[src/rtl/frcd_pkg.sv]
// ============================================================================
// Field ramp calibrated drive: shared package
// Widths, calibration coefficient tables, phase and sequencer codes, and the
// command and response structures passed between the ramp control and the
// calibration unit.
// ============================================================================
package frcd_pkg;

   // Field and register widths
   localparam int FIELD_W     = 24;
   localparam int STEP_W      = 21;
   localparam int TICKS_W     = 16;
   localparam int VOLTS_W     = 21;
   localparam int CSR_DATA_W  = 21;
   localparam int CSR_INDEX_W = 1;

   // Serial multiplier operand widths: the multiplicand holds any power of the
   // field up to the fourth, the multiplier holds a field or a coefficient.
   localparam int MCAND_W   = 34;
   localparam int MPLIER_W  = 28;
   localparam int PROD_W    = MCAND_W + MPLIER_W;
   localparam int ACC_W     = PROD_W;
   localparam int MUL_CNT_W = $clog2(MPLIER_W);
   localparam int FRAC_W    = 20;

   // Calibration operation sequence: three powers and four coefficient terms
   localparam int NUM_OPS  = 7;
   localparam int OP_CNT_W = $clog2(NUM_OPS);

   // Reset value of the step register and the output saturation limit
   localparam logic [STEP_W-1:0] RAMP_STEP_RESET = 21'd1049;
   localparam int                VOLT_LIMIT      = 655360;

   // Request opcodes
   localparam logic OP_LOAD = 1'b0;
   localparam logic OP_TICK = 1'b1;

   // Configuration register indexes
   localparam logic [CSR_INDEX_W-1:0] CSR_RAMP_STEP    = 1'b0;
   localparam logic [CSR_INDEX_W-1:0] CSR_SETTLE_TICKS = 1'b1;

   // Calibration coefficients in Q16, constant term first
   typedef logic signed [MPLIER_W-1:0] coef_type;
   typedef coef_type coef_set_type [5];

   localparam coef_set_type LOW_CAL = '{
      28'sd6821, -28'sd2315125, -28'sd810418, 28'sd3873636, -28'sd81657856
   };
   localparam coef_set_type FIN_CAL = '{
      28'sd1713, -28'sd2294612, 28'sd125377, 28'sd303242, -28'sd1180303
   };

   // Ramp phase
   typedef enum logic [1:0] {
      PH_IDLE   = 2'd0,
      PH_RAMP   = 2'd1,
      PH_SETTLE = 2'd2
   } phase_type;

   // Calibration sequencer state
   typedef enum logic [2:0] {
      CS_IDLE   = 3'd0,
      CS_LAUNCH = 3'd1,
      CS_WAIT   = 3'd2,
      CS_FINISH = 3'd3,
      CS_HOLD   = 3'd4
   } cal_state_type;

   // Command from the ramp control to the calibration unit
   typedef struct packed {
      logic               start;
      logic               final_cal;
      logic [FIELD_W-1:0] field;
   } cal_cmd_type;

   // Status and result from the calibration unit
   typedef struct packed {
      logic               busy;
      logic               done;
      logic               final_cal;
      logic [VOLTS_W-1:0] volts;
   } cal_rsp_type;

endpackage

[src/rtl/field_ramp_calibrated_drive_top.sv]
// ============================================================================
// Field ramp calibrated drive: top level
// Walks the present field toward a loaded target one step per tick request,
// emitting a calibrated drive voltage per step and a final flagged voltage
// after the settle count has elapsed.
// ============================================================================
//
//   Channel | Direction | Handshake           | Payload
//   --------+-----------+---------------------+--------------------------------
//   req     | in        | req_valid/req_stall | req_opcode, req_target_field
//   rsp     | out       | rsp_valid/rsp_stall | rsp_drive_volts, rsp_is_final
//   csr     | in        | csr_write           | csr_index, csr_wdata
//
// A tick that produces a voltage holds the calibration unit for seven products
// on the serial multiplier, then for rounding and handover.
// Reset is synchronous.
// A finished voltage waits in the output register while rsp_stall is high;
// requests are stalled while the calibration unit computes or holds a voltage.
//
module field_ramp_calibrated_drive_top (
   input  logic                             clock,
   input  logic                             reset,
   input  logic                             req_valid,
   output logic                             req_stall,
   input  logic                             req_opcode,
   input  logic signed [frcd_pkg::FIELD_W-1:0] req_target_field,
   output logic                             rsp_valid,
   input  logic                             rsp_stall,
   output logic signed [frcd_pkg::VOLTS_W-1:0] rsp_drive_volts,
   output logic                             rsp_is_final,
   input  logic                             csr_write,
   input  logic [frcd_pkg::CSR_INDEX_W-1:0] csr_index,
   input  logic [frcd_pkg::CSR_DATA_W-1:0]  csr_wdata
);
   import frcd_pkg::*;

   logic [STEP_W-1:0]  ramp_step_ff, ramp_step_in;
   logic [TICKS_W-1:0] settle_ticks_ff, settle_ticks_in;
   logic [FIELD_W-1:0] present_ff, present_in;
   logic [FIELD_W-1:0] goal_ff, goal_in;
   phase_type          phase_ff, phase_in;
   logic [TICKS_W-1:0] wait_ff, wait_in;
   logic               rsp_valid_ff, rsp_valid_in;
   logic [VOLTS_W-1:0] rsp_volts_ff, rsp_volts_in;
   logic               rsp_final_ff, rsp_final_in;

   cal_cmd_type        cal_cmd;
   cal_rsp_type        cal_rsp;
   logic               accept;
   logic               take;
   logic [STEP_W-1:0]  step;
   logic [FIELD_W:0]   gap;
   logic [FIELD_W:0]   mag;
   logic               far;
   logic [FIELD_W-1:0] stepped;
   logic [TICKS_W-1:0] count;
   logic               settle;

   frcd_calib u_calib (
      .clock (clock),
      .reset (reset),
      .cmd   (cal_cmd),
      .take  (take),
      .rsp   (cal_rsp)
   );

   // Requests wait while the calibration unit is in use.
   assign req_stall = cal_rsp.busy;
   assign accept    = req_valid && !req_stall;

   // Gap to the goal and the candidate next field; a zero step acts as one.
   always_comb begin
      step    = (ramp_step_ff == '0) ? STEP_W'(1) : ramp_step_ff;
      gap     = {goal_ff[FIELD_W-1], goal_ff} - {present_ff[FIELD_W-1], present_ff};
      mag     = gap[FIELD_W] ? (~gap + (FIELD_W + 1)'(1)) : gap;
      far     = (mag > (FIELD_W + 1)'(step));
      stepped = gap[FIELD_W] ? (present_ff - FIELD_W'(step)) : (present_ff + FIELD_W'(step));
   end

   // Ramp control: load, step, settle count and final snap.
   always_comb begin
      present_in        = present_ff;
      goal_in           = goal_ff;
      phase_in          = phase_ff;
      wait_in           = wait_ff;
      cal_cmd.start     = 1'b0;
      cal_cmd.final_cal = 1'b0;
      cal_cmd.field     = present_ff;
      count             = wait_ff;
      settle            = 1'b0;

      if (accept) begin
         if (req_opcode == OP_LOAD) begin
            goal_in  = req_target_field;
            phase_in = PH_RAMP;
         end else begin
            case (phase_ff)
               PH_RAMP: begin
                  if (far) begin
                     present_in    = stepped;
                     cal_cmd.start = 1'b1;
                     cal_cmd.field = stepped;
                  end else begin
                     count  = settle_ticks_ff;
                     settle = 1'b1;
                  end
               end
               PH_SETTLE: begin
                  settle = 1'b1;
               end
               default: begin
                  settle = 1'b0;
               end
            endcase
         end
      end

      // Settling tick: count down, or snap to the goal and issue the final write.
      if (settle) begin
         if (count == '0) begin
            present_in        = goal_ff;
            phase_in          = PH_IDLE;
            cal_cmd.start     = 1'b1;
            cal_cmd.final_cal = 1'b1;
            cal_cmd.field     = goal_ff;
         end else begin
            wait_in  = count - TICKS_W'(1);
            phase_in = PH_SETTLE;
         end
      end
   end

   // Configuration writes.
   always_comb begin
      ramp_step_in    = ramp_step_ff;
      settle_ticks_in = settle_ticks_ff;
      if (csr_write) begin
         case (csr_index)
            CSR_RAMP_STEP: begin
               ramp_step_in = csr_wdata[STEP_W-1:0];
            end
            CSR_SETTLE_TICKS: begin
               settle_ticks_in = csr_wdata[TICKS_W-1:0];
            end
            default: begin
               ramp_step_in = ramp_step_ff;
            end
         endcase
      end
   end

   // Output register: takes a finished voltage whenever it is free.
   always_comb begin
      take         = cal_rsp.done && (!rsp_valid_ff || !rsp_stall);
      rsp_valid_in = rsp_valid_ff;
      rsp_volts_in = rsp_volts_ff;
      rsp_final_in = rsp_final_ff;
      if (take) begin
         rsp_valid_in = 1'b1;
         rsp_volts_in = cal_rsp.volts;
         rsp_final_in = cal_rsp.final_cal;
      end else if (rsp_valid_ff && !rsp_stall) begin
         rsp_valid_in = 1'b0;
      end
   end

   always_ff @(posedge clock) begin
      if (reset) begin
         ramp_step_ff    <= RAMP_STEP_RESET;
         settle_ticks_ff <= '0;
         present_ff      <= '0;
         goal_ff         <= '0;
         phase_ff        <= PH_IDLE;
         wait_ff         <= '0;
         rsp_valid_ff    <= 1'b0;
      end else begin
         ramp_step_ff    <= ramp_step_in;
         settle_ticks_ff <= settle_ticks_in;
         present_ff      <= present_in;
         goal_ff         <= goal_in;
         phase_ff        <= phase_in;
         wait_ff         <= wait_in;
         rsp_valid_ff    <= rsp_valid_in;
      end
      rsp_volts_ff <= rsp_volts_in;
      rsp_final_ff <= rsp_final_in;
   end

   assign rsp_valid       = rsp_valid_ff;
   assign rsp_drive_volts = rsp_volts_ff;
   assign rsp_is_final    = rsp_final_ff;

endmodule

[src/rtl/frcd_serial_mul.sv]
// ============================================================================
// Field ramp calibrated drive: bit-serial multiplier
// Signed shift-add multiplier retiring one multiplier bit per cycle. The
// multiplier bits shift out of the low half of the product register while
// the partial sum shifts in from the high half.
// ============================================================================
module frcd_serial_mul (
   input  logic                          clock,
   input  logic                          reset,
   input  logic                          start,
   input  logic [frcd_pkg::MCAND_W-1:0]  mcand,
   input  logic [frcd_pkg::MPLIER_W-1:0] mplier,
   output logic                          done,
   output logic [frcd_pkg::PROD_W-1:0]   product
);
   import frcd_pkg::*;

   logic                 run_ff, run_in;
   logic                 done_ff, done_in;
   logic [MUL_CNT_W-1:0] cnt_ff, cnt_in;
   logic [MCAND_W-1:0]   mcand_ff, mcand_in;
   logic [MCAND_W:0]     hi_ff, hi_in;
   logic [MPLIER_W-1:0]  lo_ff, lo_in;

   logic                 last_step;
   logic [MCAND_W:0]     mcand_ext;
   logic [MCAND_W:0]     addend;
   logic [MCAND_W:0]     sum;

   // One shift-add step; the top multiplier bit carries negative weight.
   always_comb begin
      last_step = (cnt_ff == MUL_CNT_W'(MPLIER_W - 1));
      mcand_ext = {mcand_ff[MCAND_W-1], mcand_ff};
      addend    = '0;
      if (lo_ff[0]) begin
         addend = last_step ? (~mcand_ext + (MCAND_W + 1)'(1)) : mcand_ext;
      end
      sum = hi_ff + addend;

      run_in   = run_ff;
      done_in  = 1'b0;
      cnt_in   = cnt_ff;
      mcand_in = mcand_ff;
      hi_in    = hi_ff;
      lo_in    = lo_ff;

      if (run_ff) begin
         hi_in  = {sum[MCAND_W], sum[MCAND_W:1]};
         lo_in  = {sum[0], lo_ff[MPLIER_W-1:1]};
         cnt_in = cnt_ff + MUL_CNT_W'(1);
         if (last_step) begin
            run_in  = 1'b0;
            done_in = 1'b1;
         end
      end else if (start) begin
         run_in   = 1'b1;
         cnt_in   = '0;
         mcand_in = mcand;
         hi_in    = '0;
         lo_in    = mplier;
      end
   end

   // Control state is reset; the operand and product registers are not.
   always_ff @(posedge clock) begin
      if (reset) begin
         run_ff  <= 1'b0;
         done_ff <= 1'b0;
         cnt_ff  <= '0;
      end else begin
         run_ff  <= run_in;
         done_ff <= done_in;
         cnt_ff  <= cnt_in;
      end
      mcand_ff <= mcand_in;
      hi_ff    <= hi_in;
      lo_ff    <= lo_in;
   end

   assign done    = done_ff;
   assign product = {hi_ff[MCAND_W-1:0], lo_ff};

endmodule

[src/rtl/frcd_calib.sv]
// ============================================================================
// Field ramp calibrated drive: polynomial calibration unit
// Evaluates a quartic calibration of the field with one shared serial
// multiplier: three power products rounded to Q20 and four coefficient
// products summed in Q36, then rounds to Q16 and saturates to +/-10 V.
// ============================================================================
module frcd_calib (
   input  logic                  clock,
   input  logic                  reset,
   input  frcd_pkg::cal_cmd_type cmd,
   input  logic                  take,
   output frcd_pkg::cal_rsp_type rsp
);
   import frcd_pkg::*;

   localparam int RND_W = ACC_W - FRAC_W;
   localparam logic signed [RND_W-1:0] SAT_HI = RND_W'(VOLT_LIMIT);
   localparam logic signed [RND_W-1:0] SAT_LO = -SAT_HI;
   localparam logic [PROD_W-1:0]       HALF   = PROD_W'(1) << (FRAC_W - 1);

   cal_state_type       state_ff, state_in;
   logic [OP_CNT_W-1:0] op_ff, op_in;
   logic                fin_ff, fin_in;
   logic [FIELD_W-1:0]  field_ff, field_in;
   logic [MCAND_W-1:0]  pw_ff, pw_in;
   logic [ACC_W-1:0]    acc_ff, acc_in;
   logic [VOLTS_W-1:0]  volts_ff, volts_in;

   logic                mul_start;
   logic                mul_done;
   logic [PROD_W-1:0]   product;
   logic [MCAND_W-1:0]  mcand;
   logic [MPLIER_W-1:0] mplier;
   logic                is_power;
   logic [MCAND_W-1:0]  field_m;
   logic [MPLIER_W-1:0] field_q;
   coef_type            c0;
   logic [PROD_W-1:0]   prod_biased;
   logic [ACC_W-1:0]    acc_biased;
   logic signed [RND_W-1:0] rounded;

   frcd_serial_mul u_mul (
      .clock   (clock),
      .reset   (reset),
      .start   (mul_start),
      .mcand   (mcand),
      .mplier  (mplier),
      .done    (mul_done),
      .product (product)
   );

   // Operand selection for each step of the sequence.
   always_comb begin
      field_m  = {{(MCAND_W - FIELD_W){field_ff[FIELD_W-1]}}, field_ff};
      field_q  = {{(MPLIER_W - FIELD_W){field_ff[FIELD_W-1]}}, field_ff};
      mcand    = pw_ff;
      mplier   = field_q;
      is_power = 1'b1;
      case (op_ff)
         3'd0: begin
            mcand = field_m;
         end
         3'd1: begin
            mcand    = field_m;
            mplier   = fin_ff ? FIN_CAL[1] : LOW_CAL[1];
            is_power = 1'b0;
         end
         3'd2: begin
            mplier   = fin_ff ? FIN_CAL[2] : LOW_CAL[2];
            is_power = 1'b0;
         end
         3'd4: begin
            mplier   = fin_ff ? FIN_CAL[3] : LOW_CAL[3];
            is_power = 1'b0;
         end
         3'd6: begin
            mplier   = fin_ff ? FIN_CAL[4] : LOW_CAL[4];
            is_power = 1'b0;
         end
         default: begin
            mcand = pw_ff;
         end
      endcase
   end

   // Rounding of a power product and of the final sum, half up.
   always_comb begin
      prod_biased = product + HALF;
      acc_biased  = acc_ff + HALF;
      rounded     = acc_biased[ACC_W-1:FRAC_W];
   end

   // Sequencer: next state and outputs.
   always_comb begin
      c0        = cmd.final_cal ? FIN_CAL[0] : LOW_CAL[0];
      state_in  = state_ff;
      op_in     = op_ff;
      fin_in    = fin_ff;
      field_in  = field_ff;
      pw_in     = pw_ff;
      acc_in    = acc_ff;
      volts_in  = volts_ff;
      mul_start = 1'b0;

      case (state_ff)
         CS_IDLE: begin
            if (cmd.start) begin
               field_in = cmd.field;
               fin_in   = cmd.final_cal;
               acc_in   = {{(ACC_W - MPLIER_W){c0[MPLIER_W-1]}}, c0} << FRAC_W;
               op_in    = '0;
               state_in = CS_LAUNCH;
            end
         end
         CS_LAUNCH: begin
            mul_start = 1'b1;
            state_in  = CS_WAIT;
         end
         CS_WAIT: begin
            if (mul_done) begin
               if (is_power) begin
                  pw_in = prod_biased[FRAC_W +: MCAND_W];
               end else begin
                  acc_in = acc_ff + product;
               end
               if (op_ff == OP_CNT_W'(NUM_OPS - 1)) begin
                  state_in = CS_FINISH;
               end else begin
                  op_in    = op_ff + OP_CNT_W'(1);
                  state_in = CS_LAUNCH;
               end
            end
         end
         CS_FINISH: begin
            if (rounded > SAT_HI) begin
               volts_in = SAT_HI[VOLTS_W-1:0];
            end else if (rounded < SAT_LO) begin
               volts_in = SAT_LO[VOLTS_W-1:0];
            end else begin
               volts_in = rounded[VOLTS_W-1:0];
            end
            state_in = CS_HOLD;
         end
         CS_HOLD: begin
            if (take) begin
               state_in = CS_IDLE;
            end
         end
         default: begin
            state_in = CS_IDLE;
         end
      endcase

      rsp.busy      = (state_ff != CS_IDLE);
      rsp.done      = (state_ff == CS_HOLD);
      rsp.final_cal = fin_ff;
      rsp.volts     = volts_ff;
   end

   // State register; datapath registers carry no reset.
   always_ff @(posedge clock) begin
      if (reset) begin
         state_ff <= CS_IDLE;
         op_ff    <= '0;
      end else begin
         state_ff <= state_in;
         op_ff    <= op_in;
      end
      fin_ff   <= fin_in;
      field_ff <= field_in;
      pw_ff    <= pw_in;
      acc_ff   <= acc_in;
      volts_ff <= volts_in;
   end

endmodule

[config.mk]
export PLATFORM = sky130hd
export DESIGN_NAME = field_ramp_calibrated_drive_top
export DESIGN_NICKNAME = d
export VERILOG_FILES = /design/src/rtl/frcd_pkg.sv /design/src/rtl/field_ramp_calibrated_drive_top.sv /design/src/rtl/frcd_serial_mul.sv /design/src/rtl/frcd_calib.sv
export SDC_FILE = /design/constraint.sdc
export NUM_CORES = 1
export LEC_CHECK = 0
export BUFFER_PORTS_ARGS = -buffer_cell sky130_fd_sc_hd__buf_2
export CAP_MARGIN = 40
export CORE_MARGIN = 2
export CORE_UTILIZATION = 30
export DETAILED_ROUTE_END_ITERATION = 12
export GPL_TIMING_DRIVEN = 0
export SKIP_CTS_REPAIR_TIMING = 1
export SYNTH_ARGS = -nofsm -noshare
export SYNTH_HDL_FRONTEND = slang
export SYNTH_SLANG_ARGS = --single-unit
[constraint.sdc]
create_clock -name clock -period 13.2 [get_ports clock]
set_input_delay 3.3 -clock clock [delete_from_list [all_inputs] [get_ports clock]]
set_output_delay 3.3 -clock clock [all_outputs]
set_load 0.02 [all_outputs]
==> metrics.md, run 1 <==
| Metric | Value |
|---|---|
| Post-DP HPWL | 57500 um |
| Yosys warnings | 0 |
| First-pass DRT Iterations | 5 |
| First-pass GRT wire length | between 100000 and 150000 um |
| Clock Latency Late Sink | about 0.58 ns |
| Die X | about 300 um |
| Most common cell in the netlist | a21oi_1 |
| Fin. max-slew vios | 0 |
| Drt total wl | ~73000 um |
| Final net count | around 3300 |
| Hold_sp | u_calib.volts_ff[11]$_SDFFCE_PP0P_ |
| Worst clock skew | ~0.016 ns |
| Total track usage | ~16% |
| Die area | roughly 89000 sq um |
| Root Driver | clkbuf_16 |
| Clk pin slew, worst setup/hold paths | about 0.060 ns |
| HP Class | flip-flop to flip-flop |
| Routability congestion estimate | just over 0.9 |
| Critical path type | flip-flop to flip-flop |
| Buffers & Inverters on Critical Path | 10 |
| Power, Total | roughly 3.4 mW |
| Cells after Synth | 2912 |
| Max Buffers Root-to-Sink | 3 |
| Fin cells | between 4000 and 5000 |
| Worst EP required | 13.47 ns |
| Hold WS | slightly above 0.4 ns |
| Final worst slack | roughly 3.3 ns |
| Leakage | around 11 nW |
| Syn_nets | between 3000 and 4000 |
| Worst-path maximum fanout | 18 |
| Global route overflow | 0 |
| Power Density | around 120 nW/um^2 |
| Ratio of cells with drive above 1 in the final layout | 7.86% |
| Outcome | complete, no violations |
| Setup slack at placement | about 3.4 ns |
| Num CTS Buffers | 43 |
| CP startpoint | goal_ff[0]$_SDFFE_PP0P_ |
| Synth cell count leaders | a21oi_1 (299), nand2_1 (290), nor2_1 (273) |
| Ports | between 70 and 80 |
| CTS tree | done |
| Top Family by Delay on Critical Path | compound AO/OA/AOI/OAI gates |
| Top FF cell, synth | edfxtp_1 |
| Ranking of synthesized cells by area | edfxtp_1 (30%), dfxtp_1 (9.0%), ha_1 (8.5%) |
| Synth top area share | between 20% and 30% |
| Flops & latches, synth | around 380 |
| Relative slew slack | between 40% and 50% |
| Max frequency | 0.101 GHz |
| Number of remaining DRC errors | 0 |
| EDFF count, synth | between 200 and 300 |
| DR iter-0 viols | 1683 |
| Vias in the first global route | approximately 20000 |
| Biggest cell delay along the critical path | ~0.47 ns |
| Crit start category | flip-flop |
| Netlist cell types | 81 |
| Antenna violations before repair | 0 |
| Synthesis-to-finish area growth | 13.5% |
| Vias/cell | 5.16 |
| RSZ-0062 raised after global routing | no |
| # setup viols final | 0 |
| Placed Cells | a little over 4000 |
| Post-synth ARST share | 0% |
| Leading area contributor after synthesis | edfxtp_1 |
| Critical Path Slowest Stage Cell | o31ai_1 |
| Max-Cap Viols | 0 |
| Tmin final | 9.88 ns |
| Post-route ant nets | 0 |
| Initial Util | 30.2% |
| Critical Path End Type | flip-flop |
| Crit path DAT | slightly above 10 ns |
| # diodes | 0 |
| Row count | about 110 |
| Reg-to-reg critical path startpoint | goal_ff[0]$_SDFFE_PP0P_ |
| Core Area | between 80000 and 90000 sq um |
| Largest net degree at the start of global routing | 37 |
| Synthesized area | 26000 sq um |
| CTS Sinks | roughly 380 |
| Input/output buffers | 74 |
| Slew of the pin with the lowest slew margin | around 0.89 ns |
| Final-report hold violation count | 0 |
| WL/cell | 17.2 um |
| Part of the cycle the worst path needs | about three quarters |
| Die span in y | roughly 300 um |
| Avg Inst Size Synth | ~8.9 sq um |
| Maximum vdd drop | between 0.1 and 0.15 mV |
| Sequential element share of the synthesized area | 39.0% |
| Via count | approximately 22000 |
| H-tree Lvls | 2 |
-- cell usage in the layout (no fill, tap or decap), drive strengths merged, types with 20 or more instances in the layout --
master,Yosys,layout
o21a,30,30
o31ai,23,23
inv,134,136
and2,76,76
o21ai,131,131
a21o,75,75
clkbuf,81,137
ha,177,177
nand2b,35,35
or2,22,22
nor2b,40,40
a21oi,303,303
dfxtp,117,117
mux2,33,33
xnor2,169,169
nand4,53,53
o21bai,20,20
nor2,273,273
nor4,21,21
edfxtp,260,260
nand2,290,290
xor2,74,74
buf,17,105
a31oi,39,39
and3,26,26
nand3,72,72
nor3,62,62
a211oi,43,43
-- kinds of logic (layout without fill, tap and decap cells) --
kind of cell / Yosys count / in the layout / share of synthesized area (%)
simple gates: 1046 / 1046 / 19.6
compound gates: 781 / 781 / 18.8
flops: 377 / 377 / 39.0
xor+xnor: 243 / 243 / 8.17
buf+inv: 232 / 399 / 3.48
fa+ha+maj: 181 / 181 / 8.81
mux: 52 / 52 / 2.20
-- worst paths after layout --
path | end | slack, ns | cells after the start
setup / recovery | u_calib.acc_ff[56]$_SDFFCE_PN0P_ | 3.32 | 39
hold / removal | rsp_drive_volts[11]$_DFFE_PP_ | 0.42 | 0
setup reg to reg | u_calib.acc_ff[56]$_SDFFCE_PN0P_ | 3.32 | 39
hold reg to reg | rsp_drive_volts[11]$_DFFE_PP_ | 0.42 | 0
-- power breakdown --
group / internal (mW) / leakage, nW / switching, mW
logic: 0.339 / 7.14 / 0.512
registers: 1.29 / 3.33 / 0.0320
clock network: 0.750 / 0.711 / 0.512
total: 2.38 / 11.2 / 1.06
-- worst reg2reg max path, delay by kind of cell, from the launching register on --
family                     cells  cell delay, ns
AOI/OAI and AO/OA             17            4.18
adders and majority gates      4            1.19
buffers and inverters         10            2.32
DFF                            1            0.36
muxes                          2            0.70
and+or+nand+nor                6            0.82
-- stage by stage --
stage / instance area (sq um) / TNS (ns) / utilization [%]
finish: 29600 / 0 / 34.2
global route: 29600 / 0 / 34.2
CTS: 29600 / 0 / 34.2
detailed placement: 28100 / 0 / 32.6
global placement: 27900 / -22.34 / 32.3
floorplan: 26000 / 0 / -
-- state kept, by name, summed over array words and instances (netlist names), 3 cells and up --
name,cells
u_calib.pw_ff,34
u_calib.u_mul.cnt_ff,5
u_calib.op_ff,3
u_calib.u_mul.mcand_ff,34
u_calib.state_ff,3
u_calib.field_ff,24
present_ff,24
u_calib.u_mul.lo_ff,28
u_calib.volts_ff,21
settle_ticks_ff,16
rsp_drive_volts,21
wait_ff,16
goal_ff,24
u_calib.acc_ff,62
u_calib.u_mul.hi_ff,34
ramp_step_ff,21
-- cell type report --
type / instances / area [sq um]
Clock inverter: 22 / 294
Timing Repair Buffer: 89 / 613
Buffer: 98 / 404
Multi-Input combinational cell: 2303 / 15000
Sequential cell: 377 / 10100
Inverter: 134 / 503
Tap cell: 1155 / 1450
Clock buffer: 56 / 1150
Fill cell: 8955 / 56800
-- layer usage --
layer  up-vias  track usage (%)  part of all wire [%]
li1      10860                -                     -
met1     10260             21.5                    46
met2       599             26.3                    46
met3       112             2.27                   6.0
met4         0             4.52                   2.6
met5         -                0                     0
Power figures use the tool's default switching activity.
==> inputs of run 2 (changes only) <==
Clock period 13.2 ns to 10.05 ns, I/O delays scaled along.
==> run 2 against run 1 <==
Sequential power is 31% higher; core utilization grew 0.087 points; first-iteration DRC count fell by 5.2%; hold slack worse by 0.0040 ns; clock skew is 0.0053 ns higher; register-to-register slack worse by 2.6 ns.
==> metrics.md, run 2 (synthesized netlist as in run 1, its figures left out) <==
| Metric | Value |
|---|---|
| Num CTS Buffers | 43 (unchanged) |
| Total track usage | 15.8% (-0.11 points) |
| Final worst slack | 0.708 ns (-2.61 ns) |
| Leakage | 11.2 nW (+0.36%) |
| First-pass GRT wire length | 112000 um (-0.88%) |
| Placed Instance Area | 28100 sq um (about the same) |
| Initial Util | 30.2% (unchanged) |
| Worst-path maximum fanout | 18 (unchanged) |
| Antenna violations before repair | 1 (+1) |
| Vias/cell | 5.13 (-0.43%) |
| Die span in y | 299 um (unchanged) |
| Internal | 3.11 mW (+31%) |
| CTS tree | done |
| Critical Path End Type | flip-flop |
| Core Area | 86300 sq um (unchanged) |
| Worst clock skew | 0.0212 ns (+0.00528 ns) |
| Clock share of power | 36.3% (-0.5 points) |
| H-tree Lvls | 2 (unchanged) |
| Routability congestion estimate | 0.915 (+0.47%) |
| Part of the cycle the worst path needs | 93.0% (+18 points) |
| Fin. max-slew vios | 0 (unchanged) |
| Sw Share | 31.0% (+0.26 points) |
| Maximum vdd drop | 0.127 mV (+14%) |
| Synthesis-to-finish area growth | 13.8% |
| Top Family by Delay on Critical Path | compound AO/OA/AOI/OAI gates |
| Biggest cell delay along the critical path | 0.46 ns (about the same) |
| Critical path type | flip-flop to flip-flop |
| Max reg flops | 62 (unchanged) |
| Post-route ant nets | 0 (unchanged) |
| Tmin final | 9.34 ns (-0.538 ns) |
| Global route overflow | 0 (unchanged) |
| Max-Cap Viols | 0 (unchanged) |
| Worst EP required | 10.33 ns (-3.14 ns) |
| Crit start category | flip-flop |
| # setup viols final | 0 (unchanged) |
| Final-report hold violation count | 0 (unchanged) |
| Sequential share of power | 38.5% (about the same) |
| Row count | 108 (unchanged) |
| # diodes | 0 (unchanged) |
| Finished Cell Area | 29600 sq um (+0.25%) |
| Final net count | 3284 (+0.15%) |
| HP Class | flip-flop to flip-flop |
| Setup slack at placement | 0.0740 ns (-3.28 ns) |
| First-pass DRT Iterations | 5 (unchanged) |
| Relative slew slack | 37.9% (-3.0 points) |
| WL/cell | 17.1 um (-0.61%) |
| Ratio of cells with drive above 1 in the final layout | 8.36% (+0.50 points) |
| Power, Total | 4.50 mW (+31%) |
| Die X | 299 um (unchanged) |
| Critical Path Slowest Stage Cell | a2111o_1 |
| Comb pwr share | 25.1% (+0.3 points) |
| Outcome | complete, no violations |
| Post-DP HPWL | 57400 um (-0.15%) |
| Via count | 21772 (-0.27%) |
| Root Driver | clkbuf_16 |
| Number of remaining DRC errors | 0 (unchanged) |
| Die area | 89200 sq um (unchanged) |
| Most frequent cells in the layout | a21oi_1 (298), nand2_1 (290), nor2_1 (271) |
| DR iter-0 viols | 1596 (-5.2%) |
| Sw Pwr | 1.40 mW (+32%) |
| Clk pin slew, worst setup/hold paths | 0.06 ns (about the same) |
| Crit path DAT | 9.62 ns (-0.53 ns) |
| Placed Cells | 4157 (+0.024%) |
| Commonest non-fill, non-tap cell in the layout | a21oi_1 |
| Clock Latency Late Sink | 0.59 ns (about the same) |
| Hold WS | 0.412 ns (-0.00402 ns) |
| Slew of the pin with the lowest slew margin | 0.908 ns (+0.0208 ns) |
| Vias in the first global route | 20421 (-0.19%) |
| Drt total wl | 72700 um (-0.45%) |
| RSZ-0062 raised after global routing | no |
| Power Density | 152 nW/um^2 (+31%) |
| Max frequency | 0.107 GHz (+5.8%) |
| Fin cells | 4241 (+0.17%) |
| Input/output buffers | 74 (unchanged) |
| CTS Sinks | 377 (unchanged) |
| Top reg by flops | u_calib.acc_ff |
| Largest net degree at the start of global routing | 43 (+16%) |
| Max Buffers Root-to-Sink | 3 (unchanged) |
| Ports | 76 (unchanged) |
| Buffers & Inverters on Critical Path | 10 (unchanged) |
## run 2: cell count changes in the layout (fill, tap and decap cells not counted), sizes merged
cell / previous run / this run
buf: 105 / 112
bufinv: 7 / 4
clkinv: 13 / 16
clkinvlp: 0 / 3
clkbuf: 137 / 135
clkdlybuf4s15: 1 / 0
## run 2: power groups by stage
| stage | clock network, mW | logic (mW) | registers, mW |
|---|---|---|---|
| detailed placement | 0 | 1.10 | 1.77 |
| CTS | 1.68 | 1.11 | 1.73 |
| global placement | 0 | 1.08 | 1.77 |
| global route | 1.73 | 1.25 | 1.74 |
| floorplan | 0 | 0.829 | 1.75 |
| finish | 1.64 | 1.13 | 1.73 |
## run 2: stage by stage
stage	utilization (%)	setup TNS [ns]
2_1_floorplan	-	0
3_3_place_gp	32.3	-93.17
3_5_place_dp	32.6	0
4_1_cts	34.3	-0.165
5_1_grt	34.3	0
6_report	34.3	0
## run 2: area by class of cell
class                      count  area (sq um)
inverter                     134           503
timing repair buffer          95           647
tap                         1155          1450
fill                        8978         56700
buffer                        97           404
sequential                   377         10100
multi-input combinational   2303         15000
clock buffer                  55          1210
clock inverter                25           250
## run 2: final timing paths
kind	from	end	slack, ns	cells after the start
min reg2reg	u_calib.volts_ff[11]$_SDFFCE_PP0P_	rsp_drive_volts[11]$_DFFE_PP_	0.41	0
max reg2reg	goal_ff[0]$_SDFFE_PP0P_	u_calib.acc_ff[53]$_SDFFCE_PN0P_	0.71	38
min	u_calib.volts_ff[11]$_SDFFCE_PP0P_	rsp_drive_volts[11]$_DFFE_PP_	0.41	0
max	goal_ff[0]$_SDFFE_PP0P_	u_calib.acc_ff[53]$_SDFFCE_PN0P_	0.71	38
## run 2: routing by layer
layer / share of wire (%) / vias up / wire [um] / track usage (%)
li1: - / 10881 / - / -
met1: 46 / 10169 / 33600 / 21.3
met2: 45 / 604 / 32900 / 26.0
met3: 5.8 / 116 / 4220 / 2.31
met4: 2.6 / 2 / 1930 / 4.59
met5: 0.018 / - / 13 / 0
## run 2: worst reg2reg max path: cells and delay by family (launching register included)
kind,cells,cell delay (ns)
compound gates,16,3.72
xor+xnor,1,0.21
fa+ha+maj,4,1.13
buf+inv,10,2.23
flops,1,0.35
mux,2,0.69
simple gates,5,0.70
